===== config.mk =====
export PLATFORM = sky130hd
export DESIGN_NAME = pkrmv_mul
export DESIGN_NICKNAME = d
export VERILOG_FILES = /design/src/pkrmv_pkg.sv /design/src/pkrmv_mul.sv
export SDC_FILE = /design/constraint.sdc
export NUM_CORES = 2
export LEC_CHECK = 0
export ABC_AREA = 1
export BUFFER_PORTS_ARGS = -buffer_cell sky130_fd_sc_hd__buf_4
export CORE_UTILIZATION = 25
export CTS_CLUSTER_DIAMETER = 60
export DETAILED_ROUTE_END_ITERATION = 12
export PLACE_DENSITY_LB_ADDON = 0.05
export SLEW_MARGIN = 30
export SYNTH_ARGS = -nofsm -noshare
export SYNTH_HDL_FRONTEND = slang
export SYNTH_SLANG_ARGS = --single-unit

===== constraint.sdc =====
create_clock -name clk -period 23.4 [get_ports clk]
set_input_delay 3.51 -clock clk [delete_from_list [all_inputs] [get_ports clk]]
set_output_delay 3.51 -clock clk [all_outputs]
set_load 0.05 [all_outputs]

===== src/pkrmv_pkg.sv =====
package pkrmv_pkg;

  localparam int SYM_W     = 8;
  localparam int PRICE_W   = 40;
  localparam int CNT_W     = 32;
  localparam int SUM_W     = 64;
  localparam int PROD_W    = 2 * PRICE_W;
  localparam int MUL_CHUNK = PRICE_W / 2;

  // one table row: count, mean and sum of squared deviations
  typedef struct packed {
    logic [SUM_W-1:0]   sumsq;
    logic [PRICE_W-1:0] mean;
    logic [CNT_W-1:0]   count;
  } entry_t;

  localparam int ENTRY_W = $bits(entry_t);

endpackage


===== src/pkrmv_mul.sv =====
module pkrmv_mul (
  input  logic                          clk,
  input  logic                          rst_n,
  input  logic                          start,
  input  logic [pkrmv_pkg::PRICE_W-1:0] mul_a,
  input  logic [pkrmv_pkg::PRICE_W-1:0] mul_b,
  output logic                          done,
  output logic [pkrmv_pkg::PROD_W-1:0]  product
);
  import pkrmv_pkg::*;

  logic                 busy_r;
  logic                 done_r;
  logic                 step_r;
  logic [PRICE_W-1:0]   a_r;
  logic [PRICE_W-1:0]   b_r;
  logic [PROD_W-1:0]    acc_r;

  // one 40x20 partial product per cycle, low half then high half
  logic [MUL_CHUNK-1:0]         chunk;
  logic [PRICE_W+MUL_CHUNK-1:0] pp;
  logic [PROD_W-1:0]            pp_ext;

  always_comb begin
    chunk  = step_r ? b_r[PRICE_W-1:MUL_CHUNK] : b_r[MUL_CHUNK-1:0];
    pp     = a_r * chunk;
    pp_ext = PROD_W'(pp);
    if (step_r) begin
      pp_ext = pp_ext << MUL_CHUNK;
    end
  end

  always_ff @(posedge clk) begin
    if (!rst_n) begin
      busy_r <= 1'b0;
      done_r <= 1'b0;
      step_r <= 1'b0;
    end else begin
      done_r <= 1'b0;
      if (start) begin
        busy_r <= 1'b1;
        step_r <= 1'b0;
        a_r    <= mul_a;
        b_r    <= mul_b;
        acc_r  <= '0;
      end else if (busy_r) begin
        acc_r  <= acc_r + pp_ext;
        step_r <= 1'b1;
        if (step_r) begin
          busy_r <= 1'b0;
          done_r <= 1'b1;
        end
      end
    end
  end

  assign done    = done_r;
  assign product = acc_r;

endmodule


======== Yosys cells after proc, flatten, opt, wreduce, memory -nomap -nowiden ========
Cells that the tools add are included.
storage, ports and cells
  bits in registers ....................... 163
operators by class
  add/sub/neg operators ................... 1
  bitwise gates (word level) .............. 2
  muxes and demuxes ....................... 7
  multiply operators ...................... 1
  reductions and logical operators ........ 5
operator list
  operator                      number
  2-to-1 mux 80 bit             2
  adder 80 bit                  1
  multiplier 40 x 20 -> 60 bit  1
  2-to-1 mux 20 bit             1
  2-to-1 mux 1 bit              4
  AND reduction 2 bit           2
  OR reduction 3 bit            1
  inverter 1 bit                2
  nonzero test 2 bit            1
  OR reduction 2 bit            1

======== Longest topological paths before layout ========
  depth in word-level cells ............... 5
  mapped depth ............................ 51
  mapped depth without buffers ............ 49

======== Worst setup path after synthesis ========
OpenSTA, ideal clock, no wires.
  path kind ............................... reg2reg
  from .................................... register step_r
  to ...................................... register acc_r[70] (netlist: product[70]), data pin
  cell stages (with the launch flop) ...... 46
  data arrival time ....................... 8.012 ns
  clock period less this slack ............ 8.265 ns
  path slack .............................. 15.135 ns
  required time ........................... 23.147 ns
  setup time .............................. 0.253 ns
  path through ............................ dfxtp_1 inv_2 clkbuf_1 or2_2 nand2_1 clkbuf_1 nor2_1 fa_1 fa_1 inv_1 fa_1 inv_1 fa_1 inv_1 fa_1 inv_1 fa_1 inv_1 [... 10 more ...] nand2_1 xor2_1 nand2_1 o21ai_1 ha_1 nand2_1 nor2_1 inv_1 nor2_1 inv_1 nor2_1 inv_1 nor4_2 nand3_1 nand3_1 nand2_1 nand2_1 nor2_1
between the ends
  cells in the longest elaborated chain, start to end .. 5
ends and longest elaborated chain
  what                          RTL line         source
  start: declaration            pkrmv_mul.sv:14  logic step_r;
  start signal: assignment      pkrmv_mul.sv:37  step_r <= 1'b0;
  start signal: assignment      pkrmv_mul.sv:42  step_r <= 1'b0;
  start signal: assignment      pkrmv_mul.sv:48  step_r <= 1'b1;
  2-to-1 mux 20 bit             pkrmv_mul.sv:25  chunk = step_r ? b_r[PRICE_W-1:MUL_CHUNK] : b_r[MUL_CHUNK-1:0];
  multiplier 40 x 20 -> 60 bit  pkrmv_mul.sv:26  pp = a_r * chunk;
  2-to-1 mux 80 bit (*)         pkrmv_mul.sv:28  if (step_r) begin
  adder 80 bit (*)              pkrmv_mul.sv:47  acc_r <= acc_r + pp_ext;
  2-to-1 mux 80 bit (*)         pkrmv_mul.sv:46  end else if (busy_r) begin
  end signal: assignment        pkrmv_mul.sv:47
  end: declaration              pkrmv_mul.sv:17  logic [PROD_W-1:0] acc_r;
Mark *: on every way between the ends. The rest lies on a longest branch, timed or not. The select of a mux whose other input is x is not followed.
A chain may end at the register's enable or synchronous reset.

======== Final worst setup path ========
Same ends and word-level chain as after synthesis.

==> impl_metrics.json <==
{
  "outcome": "finished, final reports clean",
  "clk_pin_slew_ns": 0.08,
  "clk_path_buf_depth": 2,
  "initial_utilization": 0.2529,
  "clock_latency_ns": 0.55,
  "fin_nets": 6105,
  "max_stage_delay_ns": 0.76,
  "drive_gt1_frac": 0.06876,
  "grt_pass1_wl_um": 253800,
  "crit_path_start": "step_r$_SDFFE_PP0P_",
  "final_cell_mix": "inv_1 (1,090), nand2_1 (1,055), nor2_1 (741)",
  "postSynthCellCount": 5005,
  "die_w_um": 392.2,
  "vias_per_cell": 4.568,
  "r2r_end": "product[70]$_SDFFCE_PP0P_",
  "die_area_sq_um": 153800,
  "setup_viol": 0,
  "antenna_cells": 0,
  "min_period_ns": 11.54,
  "gp_congestion": 0.9194,
  "port_buffers": 163,
  "synth_cell_types": 52,
  "cpMaxStageDelayCell": "clkinv_1",
  "slew_violations": 0,
  "detail-route-antenna-nets": 0,
  "via_count": 32529,
  "yosysWarnings": 0,
  "synth_area_leaders": "fa_1 (36%), edfxtp_1 (13%), inv_1 (11%), nand2_1 (10%), ha_1 (8.2%)",
  "synth_nets": 6018,
  "reg2reg_setup_slack_ns": 11.86,
  "grt_max_degree": 73,
  "routedWlPerCell_um": 24.25,
  "r2r_cells": 41,
  "cts_resized": 0,
  "setup_tns_ns": 0,
  "ys_seq_elements": 163,
  "antenna_found_initial": 5,
  "endpoint_kind": "register",
  "fin_util": 0.2808,
  "rsz0062_at_grt": "no",
  "fmax_ghz": 0.08665,
  "ios": 164,
  "drc": 0,
  "overflow": 0,
  "start_kind": "register",
  "ys.flop_type": "edfxtp_1",
  "relSlewSlack": 0.3761,
  "fin_worst_skew_ns": 0.03237,
  "hold_class": "register to register",
  "cts_buffers": 17,
  "synth_top_area_share": 0.3582,
  "hpwl_um": 144700,
  "cts_hold_buffers": 0,
  "finalWirelength_um": 172700,
  "drt_iter0_drc": 1841,
  "core-area_sq_um": 150500,
  "synth_seq_area_share": 0.1278,
  "fin_crit_sh": 0.4932,
  "critPathRequiredTime_ns": 23.69,
  "firstDrtPassIters": 5,
  "synthArstFlopShare": 0,
  "finalHoldViolCount": 0,
  "synth_edf_count": 160,
  "track_usage": 0.2310,
  "root_buffer": "clkbuf_16",
  "mostFrequentLayoutCell": "inv_1",
  "crit_arrival_ns": 11.83,
  "cts_max_level": 4,
  "synth_top_area_cell": "fa_1",
  "synth.avg_cell_area_sq_um": 7.604,
  "post_cts_buffers": 0,
  "worstSetupPathType": "register to register",
  "path_max_fanout": 57,
  "rr_startpoint": "step_r$_SDFFE_PP0P_",
  "fp.dieH_um": 392.2,
  "endpoint": "product[70]$_SDFFCE_PP0P_",
  "syn2layout_area_growth_pct": 11.04,
  "grt_pass1_vias": 35551,
  "synth_area_sq_um": 38060,
  "tightest_slew_ns": 0.9359,
  "rows": 142,
  "cts_sinks": 163,
  "drv.max_cap_violation_count": 0,
  "crit_top_cell": "fa_1",
  "cts_tree": "yes"
}
==> registers in the layout, indices dropped and copies added, names as in the netlist <==
register  cells
a_r          40
b_r          40
busy_r        1
done          1
product      80
step_r        1
==> metal layers <==
metal  vias to the layer above  wire length (um)  global-route usage
li1                      15226                 -                   -
met1                     16612             81450              0.3160
met2                       578             83860              0.3973
met3                       111              4283             0.01985
met4                         2              3109             0.04247
met5                         -                13                   0
==> metrics by stage <==
step | setup slack, ns | std cells | hold WS, ns | area (sq um)
finish | 11.86 | 7121 | 0.5658 | 42260
global route | 11.12 | 7121 | 0.5681 | 42260
CTS | 11.73 | 7121 | 0.5582 | 42260
detailed placement | 11.77 | 7089 | 0.5465 | 41670
global placement | 11.70 | 7088 | 0.5487 | 41660
floorplan | 15.14 | 5005 | 0.4536 | 38060
==> layout make-up <==
type | instances | area [sq um]
flip-flops and latches | 163 | 4868
clock buffers | 21 | 470.5
clock inverters | 11 | 115.1
fillers | 16696 | 108200
multi-input cells | 3570 | 28420
inverters | 1120 | 4209
well taps | 2016 | 2522
repair buffers | 220 | 1655
==> worst min-delay path by stage <==
| stage | endpoint | slack [ns] | start | cells past startpoint |
|---|---|---|---|---|
| 2_1_floorplan | done$_SDFF_PP0_ | 0.45 | busy_r$_SDFF_PN0_ | 2 |
| 3_3_place_gp | done$_SDFF_PP0_ | 0.55 | busy_r$_SDFF_PN0_ | 2 |
| 3_5_place_dp | done$_SDFF_PP0_ | 0.55 | busy_r$_SDFF_PN0_ | 2 |
| 4_1_cts | done$_SDFF_PP0_ | 0.56 | busy_r$_SDFF_PN0_ | 2 |
| 5_1_grt | done$_SDFF_PP0_ | 0.57 | busy_r$_SDFF_PN0_ | 2 |
| 6_report | done$_SDFF_PP0_ | 0.57 | busy_r$_SDFF_PN0_ | 2 |
==> synthesized netlist by cell type (24+ instances only) <==
cell type	number
nor3_1	35
inv_1	1094
nand2_1	1057
o21bai_1	29
xor2_1	24
ha_1	249
or2_2	38
a21oi_1	241
nand3_1	109
edfxtp_1	160
nor2_1	741
fa_1	681
clkbuf_1	119
o21ai_0	154
==> logic make-up (layout without fill, tap and decap cells) <==
family          after synthesis  count (layout)  synth area share
fa+ha+maj                   930             930            0.4401
simple gates               2052            2052            0.2157
xor+xnor                     41              41          0.009436
compound gates              544             544           0.08039
mux                           3               3         0.0007891
flops                       163             163            0.1278
buf+inv                    1272            1372            0.1258
==> worst max-delay path: cells and delay by family (launching register included) <==
kind,cells,cell delay (ns)
compound gates,4,0.78
simple gates,18,3.35
flops,1,0.41
fa+ha+maj,9,4.30
buf+inv,10,2.37
Power is not shown: default switching activity piles up to over one toggle a cycle in this logic, so the estimate is an artifact.
