`src/pkrmv_pkg.sv`:
```
package pkrmv_pkg;

  localparam int SYM_W     = 8;
  localparam int PRICE_W   = 40;
  localparam int CNT_W     = 32;
  localparam int SUM_W     = 64;
  localparam int PROD_W    = 2 * PRICE_W;
  localparam int MUL_CHUNK = PRICE_W / 2;

  // one table row: count, mean and sum of squared deviations
  typedef struct packed {
    logic [SUM_W-1:0]   sumsq;
    logic [PRICE_W-1:0] mean;
    logic [CNT_W-1:0]   count;
  } entry_t;

  localparam int ENTRY_W = $bits(entry_t);

endpackage

```
`src/pkrmv_div.sv`:
```
module pkrmv_div (
  input  logic                         clk,
  input  logic                         rst_n,
  input  logic                         start,
  input  logic [pkrmv_pkg::PRICE_W-1:0] dividend,
  input  logic [pkrmv_pkg::CNT_W-1:0]   divisor,
  output logic                         done,
  output logic [pkrmv_pkg::PRICE_W-1:0] quotient
);
  import pkrmv_pkg::*;

  localparam int STEP_W = $clog2(PRICE_W);

  logic               busy_r;
  logic               done_r;
  logic [STEP_W-1:0]  step_r;
  logic [PRICE_W-1:0] quo_r;
  logic [CNT_W-1:0]   rem_r;
  logic [CNT_W-1:0]   dvs_r;

  // restoring radix-2 step: shift one dividend bit into the remainder
  logic [CNT_W:0] trial;
  logic [CNT_W:0] diff;
  logic           fits;

  always_comb begin
    trial = {rem_r, quo_r[PRICE_W-1]};
    diff  = trial - {1'b0, dvs_r};
    fits  = trial >= {1'b0, dvs_r};
  end

  always_ff @(posedge clk) begin
    if (!rst_n) begin
      busy_r <= 1'b0;
      done_r <= 1'b0;
      step_r <= '0;
    end else begin
      done_r <= 1'b0;
      if (start) begin
        busy_r <= 1'b1;
        step_r <= '0;
        quo_r  <= dividend;
        rem_r  <= '0;
        dvs_r  <= divisor;
      end else if (busy_r) begin
        rem_r <= fits ? diff[CNT_W-1:0] : trial[CNT_W-1:0];
        quo_r <= {quo_r[PRICE_W-2:0], fits};
        if (step_r == STEP_W'(PRICE_W - 1)) begin
          busy_r <= 1'b0;
          done_r <= 1'b1;
        end else begin
          step_r <= step_r + 1'b1;
        end
      end
    end
  end

  assign done     = done_r;
  assign quotient = quo_r;

`ifndef ASSERT_OFF
  a_done_after_busy: assert property (@(posedge clk) disable iff (!rst_n)
    done_r |-> $past(busy_r))
    else $error("divider done without a running division");
  a_no_start_busy: assert property (@(posedge clk) disable iff (!rst_n)
    busy_r |-> !start)
    else $error("divider restarted while busy");
  a_rem_below_divisor: assert property (@(posedge clk) disable iff (!rst_n)
    (busy_r && !$past(start)) |-> rem_r < dvs_r)
    else $error("partial remainder not below divisor");
`endif

endmodule

```
`config.mk`:
```
export PLATFORM = sky130hd
export DESIGN_NAME = pkrmv_div
export DESIGN_NICKNAME = d
export VERILOG_FILES = /design/src/pkrmv_pkg.sv /design/src/pkrmv_div.sv
export SDC_FILE = /design/constraint.sdc
export NUM_CORES = 1
export LEC_CHECK = 0
export ABC_AREA = 1
export BUFFER_PORTS_ARGS = -buffer_cell sky130_fd_sc_hd__buf_2
export CORE_ASPECT_RATIO = 0.6
export CORE_MARGIN = 2
export CORE_UTILIZATION = 47
export DETAILED_ROUTE_END_ITERATION = 6
export GPL_TIMING_DRIVEN = 0
export PLACE_DENSITY = 0.68
export REMOVE_ABC_BUFFERS = 1
export SETUP_SLACK_MARGIN = 0.1
export SYNTH_ARGS = -nofsm -noshare
export SYNTH_HDL_FRONTEND = slang
export SYNTH_SLANG_ARGS = --single-unit
```
`constraint.sdc`:
```
create_clock -name clk -period 5.65 [get_ports clk]
set_input_delay 0 -clock clk [delete_from_list [all_inputs] [get_ports clk]]
set_output_delay 0 -clock clk [all_outputs]
set_load 0.02 [all_outputs]
```
# Word-level counts from Yosys, hierarchy flattened
# Cells that the tools add are included.
# totals
regBits	112
in_bits	75
output_inout_bits	41
# op_classes
n_addsub	2
magnitude_cmp	1
eq_ne	1
mux	8
n_bitwise	3
n_reduce_logical	6
# ops
cell	n
$mux W40	2
$mux W32	2
$ge A33 B32 Y1	1
$sub A32 B32 Y32	1
$add A6 B1 Y6 const B	1
$eq A6 B6 Y1 const B	1
$reduce_and A2 Y1	3
$mux W1	4
$not A1 Y1	3
$reduce_or A3 Y1	1
$reduce_bool A2 Y1	1
$reduce_or A2 Y1	1

# Logic depth before layout (Yosys ltp)
# logic_depth
word_depth	4
depth_mapped	17
ltp_nobuf	15

# Worst setup path after synthesis
# OpenSTA, ideal clock, no wires.
# synth_path
kind	input-to-reg
start	input port start
end	register quo_r[0], in the netlist quotient[0], enable pin
setup_time_ns	0.526
arrival_time_ns	4.062
required_ns	5.124
slack_ns	1.062
stages	4
path_buffers	2
cell_sequence	clkbuf_1 -> inv_2 -> clkbuf_1 -> a21oi_1
# synth_between
elab_chain_cells	2
# synth_lines
item	line_no	rtl
start, declared	pkrmv_div.sv:4	input logic start,
$reduce_bool A2 Y1 (no source line)	--	
$reduce_and A2 Y1 (no source line)	--	
end signal, assigned	pkrmv_div.sv:42	quo_r <= dividend;
end signal, assigned	pkrmv_div.sv:47	quo_r <= {quo_r[PRICE_W-2:0], fits};
end, declared	pkrmv_div.sv:17	logic [PRICE_W-1:0] quo_r;
# No other way between the ends.
# A chain may end at the register's enable or synchronous reset.

# Worst setup path in the final report
# layout_path
start	register rem_r[27]
end	register rem_r[12], data pin
# layout_between
elab_chain_cells	3
# layout_lines
item	line_no	rtl
start, declared	pkrmv_div.sv:18	logic [CNT_W-1:0] rem_r;
start signal, assigned	pkrmv_div.sv:46	rem_r <= fits ? diff[CNT_W-1:0] : trial[CNT_W-1:0];
$ge A33 B32 Y1	pkrmv_div.sv:29	fits = trial >= {1'b0, dvs_r};
$mux W32	pkrmv_div.sv:46	
$mux W32	pkrmv_div.sv:45	end else if (busy_r) begin
# No other way between the ends. The select of a mux whose other input is x is not followed.

==> metrics.md <==
| Metric | Value |
|---|---|
| Reg-to-Reg End | rem_r[12]$_SDFFCE_PP0P_ |
| Dpl hpwl | 14000 um |
| Net Sw Power | 856 uW |
| R2R depth | 10 |
| Routed WL | 19700 um |
| First-pass GRT wire length | 32300 um |
| Largest net degree at the start of global routing | 74 |
| Final Max Tran Viols | 0 |
| Slew @ Worst Pin | 851 ps |
| Drt drc | 8 |
| Vias | 6831 |
| Final-layout fill cell count | 1435 |
| Fmax | 374 MHz |
| Total Power | 2.44 mW |
| Clock share of power | 26.8% |
| CP cell instances | ha_1, a21oi_1, nand2_1, a21oi_1, nand3_2, inv_4, nand2_8, inv_6, nor2_2, nor2_1 |
| Number of synthesized flops with an enable pin | 104 |
| Worst Skew | 13.4 ps |
| Pwr Density | 260 mW/mm^2 |
| Placed instance count | 1319 |
| CTS tree | done |
| Max IR drop VDD | 0.143 mV |
| H-tree depth | 3 |
| Layout cell share with drive strength beyond 1 | 15.8% |
| Final Cell Area | 0.00939 mm^2 |
| Status | finished with violations |
| Max-cap violation count | 0 |
| # diodes | 0 |
| Failing checks | design-rule violations |
| Worst setup path end | rem_r[12]$_SDFFCE_PP0P_ |
| Power share of the sequential group | 41.7% |
| Asr flop ratio synth | 0% |
| Total track usage | 24.2% |
| Clk Latency, worst-skew pair | 360 ps |
| Sw frac | 35.1% |
| Most frequent cells in the layout | 417 x nand2_1, 175 x inv_1, 115 x buf_2 |
| Initial DRC count | 548 |
| Sink Count | 112 |
| Pre-CTS setup slack | 2460 ps |
| Crit-path max FO | 25 |
| Worst path most repeated cell | a21oi_1 |
| Die ar. | 0.0170 mm^2 |
| Sum of negative setup slack | 0 ps |
| Die width | 167 um |
| Clock-pin slew on the worst setup and hold paths | 90 ps |
| Fin util | 60.6% |
| Mapped Cells | 1017 |
| Area after DPL | 0.00833 mm^2 |
| Die height | 102 um |
| RD Place Congestion | 0.943 |
| Max transition margin | 43.3% |
| Initial Util | 48.4% |
| RSZ-0062 raised after global routing | false |
| First-pass DRT Iterations | 7 |
| Slowest cell on the critical path | edfxtp_1 |
| Final Setup Violations | 0 |
| Crit path launch | rem_r[27]$_SDFFCE_PP0P_ |
| IO Port Bufs | 115 |
| Final net count | 1310 |
| Number of vias per cell | 4.85 |
| Initial antenna violation count | 0 |
| Crit path largest cell delay | 410 ps |
| Warnings from Yosys | 0 |
| Final cycle utilization of the critical path | 47.3% |
| Total CTS buffers | 9 |
| GRT overflow | 0 |
| Pint | 1.58 mW |
| Avg Cell Area, Syn | 7.38 um^2 |
| Core area | 0.0155 mm^2 |
| Final-report hold violation count | 0 |
| Commonest non-fill, non-tap cell in the layout | nand2_1 |
| Root Buffer | clkbuf_16 |
| Critical path class | flop to flop |
| Final Non-Filler Cells | 1409 |
| Remaining antenna violation count | 0 |
| Worst r2r src | rem_r[27]$_SDFFCE_PP0P_ |
| Sequential share of the synthesized area | 43.7% |
| Area Overhead vs Synth | 25.1% |
| Minimum clock period | 2670 ps |
| Crit start category | flop |
| Drt wl/cell | 14.0 um |
| Crit end category | flop |
| Combinational power share | 31.6% |
| Vias in the first global route | 6318 |
| Final worst slack | 2980 ps |
| Most used DFF post-synth | edfxtp_1 |
| Cell area after synthesis | 0.00751 mm^2 |
| FF+latch count, synth | 112 |
| Critical path required time | 5850 ps |
| I/O pins | 116 |
| PostCTS Resize Cnt | 0 |
| Worst endpoint data arrival time | 2870 ps |
| Hold Crit Class | input port to flop |
| Num rows | 35 |
| Reg2Reg Setup Slack | 2980 ps |
| CTS max path bufs | 2 |
| Hold slack | 344 ps |
| Leakage | 4.84 nW |
| Distinct cells, synth | 36 |
## registers in the layout (all words and copies together) (netlist names)
signal	count
busy_r	1
done	1
dvs_r	32
quotient	40
rem_r	32
step_r	6
## area by class of cell
class                      instances  area (um^2)  share of cell area (%)
clock buffer                       9          225                    2.40
multi-input combinational        702         3410                    36.3
timing repair buffer             193         1440                    15.4
inverter                         183          696                    7.41
clock inverter                     7         75.1                   0.799
tap                              203          254                    2.70
sequential                       112         3280                    35.0
## logic make-up (layout without fill, tap and decap cells)
logic type	after synthesis	count (layout)	share of synthesized area, %
compound gates	32	32	2.22
xor+xnor	15	15	1.75
fa+ha+maj	34	34	5.77
buf+inv	203	392	10.9
flops	112	112	43.7
simple gates	621	621	35.6
## layer usage
| metal | vias to the layer above | wire [um] | track usage [%] |
|---|---|---|---|
| li1 | 3491 | - | - |
| met1 | 3103 | 10800 | 38.5 |
| met2 | 227 | 7450 | 35.0 |
| met3 | 10 | 1350 | 3.76 |
| met4 | 0 | 116 | 4.15 |
| met5 | - | 0 | 0 |
## cell usage after synthesis, types with 2 or more instances
library cell  count  area (um^2)
nand4_1           5         31.3
inv_1           175          657
edfxtp_1        104         3120
and2_1            9         56.3
nand2_8           2         40.0
nand3_2           3         30.0
dfxtp_1           8          160
xor2_1           14          123
buf_4             3         22.5
nor3_1            3         15.0
clkbuf_1         10         37.5
nand3b_1         23          173
o21ai_0           5         25.0
nand3_1          31          155
nor2_1           87          327
buf_8             2         30.0
ha_1             33          413
nor2_2           28          175
a21oi_1          25          125
nand2_1         417         1570
nand2_2           8         50.1
buf_6             2         22.5
inv_2             6         22.5
buf_2             2         10.0
## power groups by stage
| stage | Combinational, mW | Clock (mW) | Sequential, mW |
|---|---|---|---|
| floorplan | 0.484 | 0 | 1.06 |
| global placement | 0.697 | 0 | 1.04 |
| detailed placement | 0.714 | 0 | 1.03 |
| CTS | 0.758 | 0.663 | 1.01 |
| global route | 0.865 | 0.691 | 1.02 |
| finish | 0.770 | 0.652 | 1.02 |
## how the worst min path moves through the flow
stage                startpoint  cells after the start  slack, ps                  end
finish              divisor[18]                      2        340  dvs_r[18]$_DFFE_PP_
floorplan                 start                      1         80      done$_SDFF_PP0_
global route        divisor[17]                      2        340  dvs_r[17]$_DFFE_PP_
detailed placement  divisor[17]                      1        180  dvs_r[17]$_DFFE_PP_
CTS                 divisor[15]                      2        330  dvs_r[15]$_DFFE_PP_
global placement    divisor[23]                      1        180  dvs_r[23]$_DFFE_PP_
## critical path: cells and delay by family, from the launching register on
| kind | cells | cell delay [ps] |
|---|---|---|
| buffers and inverters | 2 | 620 |
| and+or+nand+nor | 5 | 610 |
| AOI/OAI and AO/OA | 2 | 480 |
| DFF | 1 | 410 |
| adders and majority gates | 1 | 370 |
## repair_timing
item                                    in CTS  in global routing
hold buffers                                73                  0
endpoints found under the hold margin       73                  0
endpoints found under the setup margin       0                  0
buffers inserted                             0                  0
No activity file was read; power rests on OpenSTA's default activity.
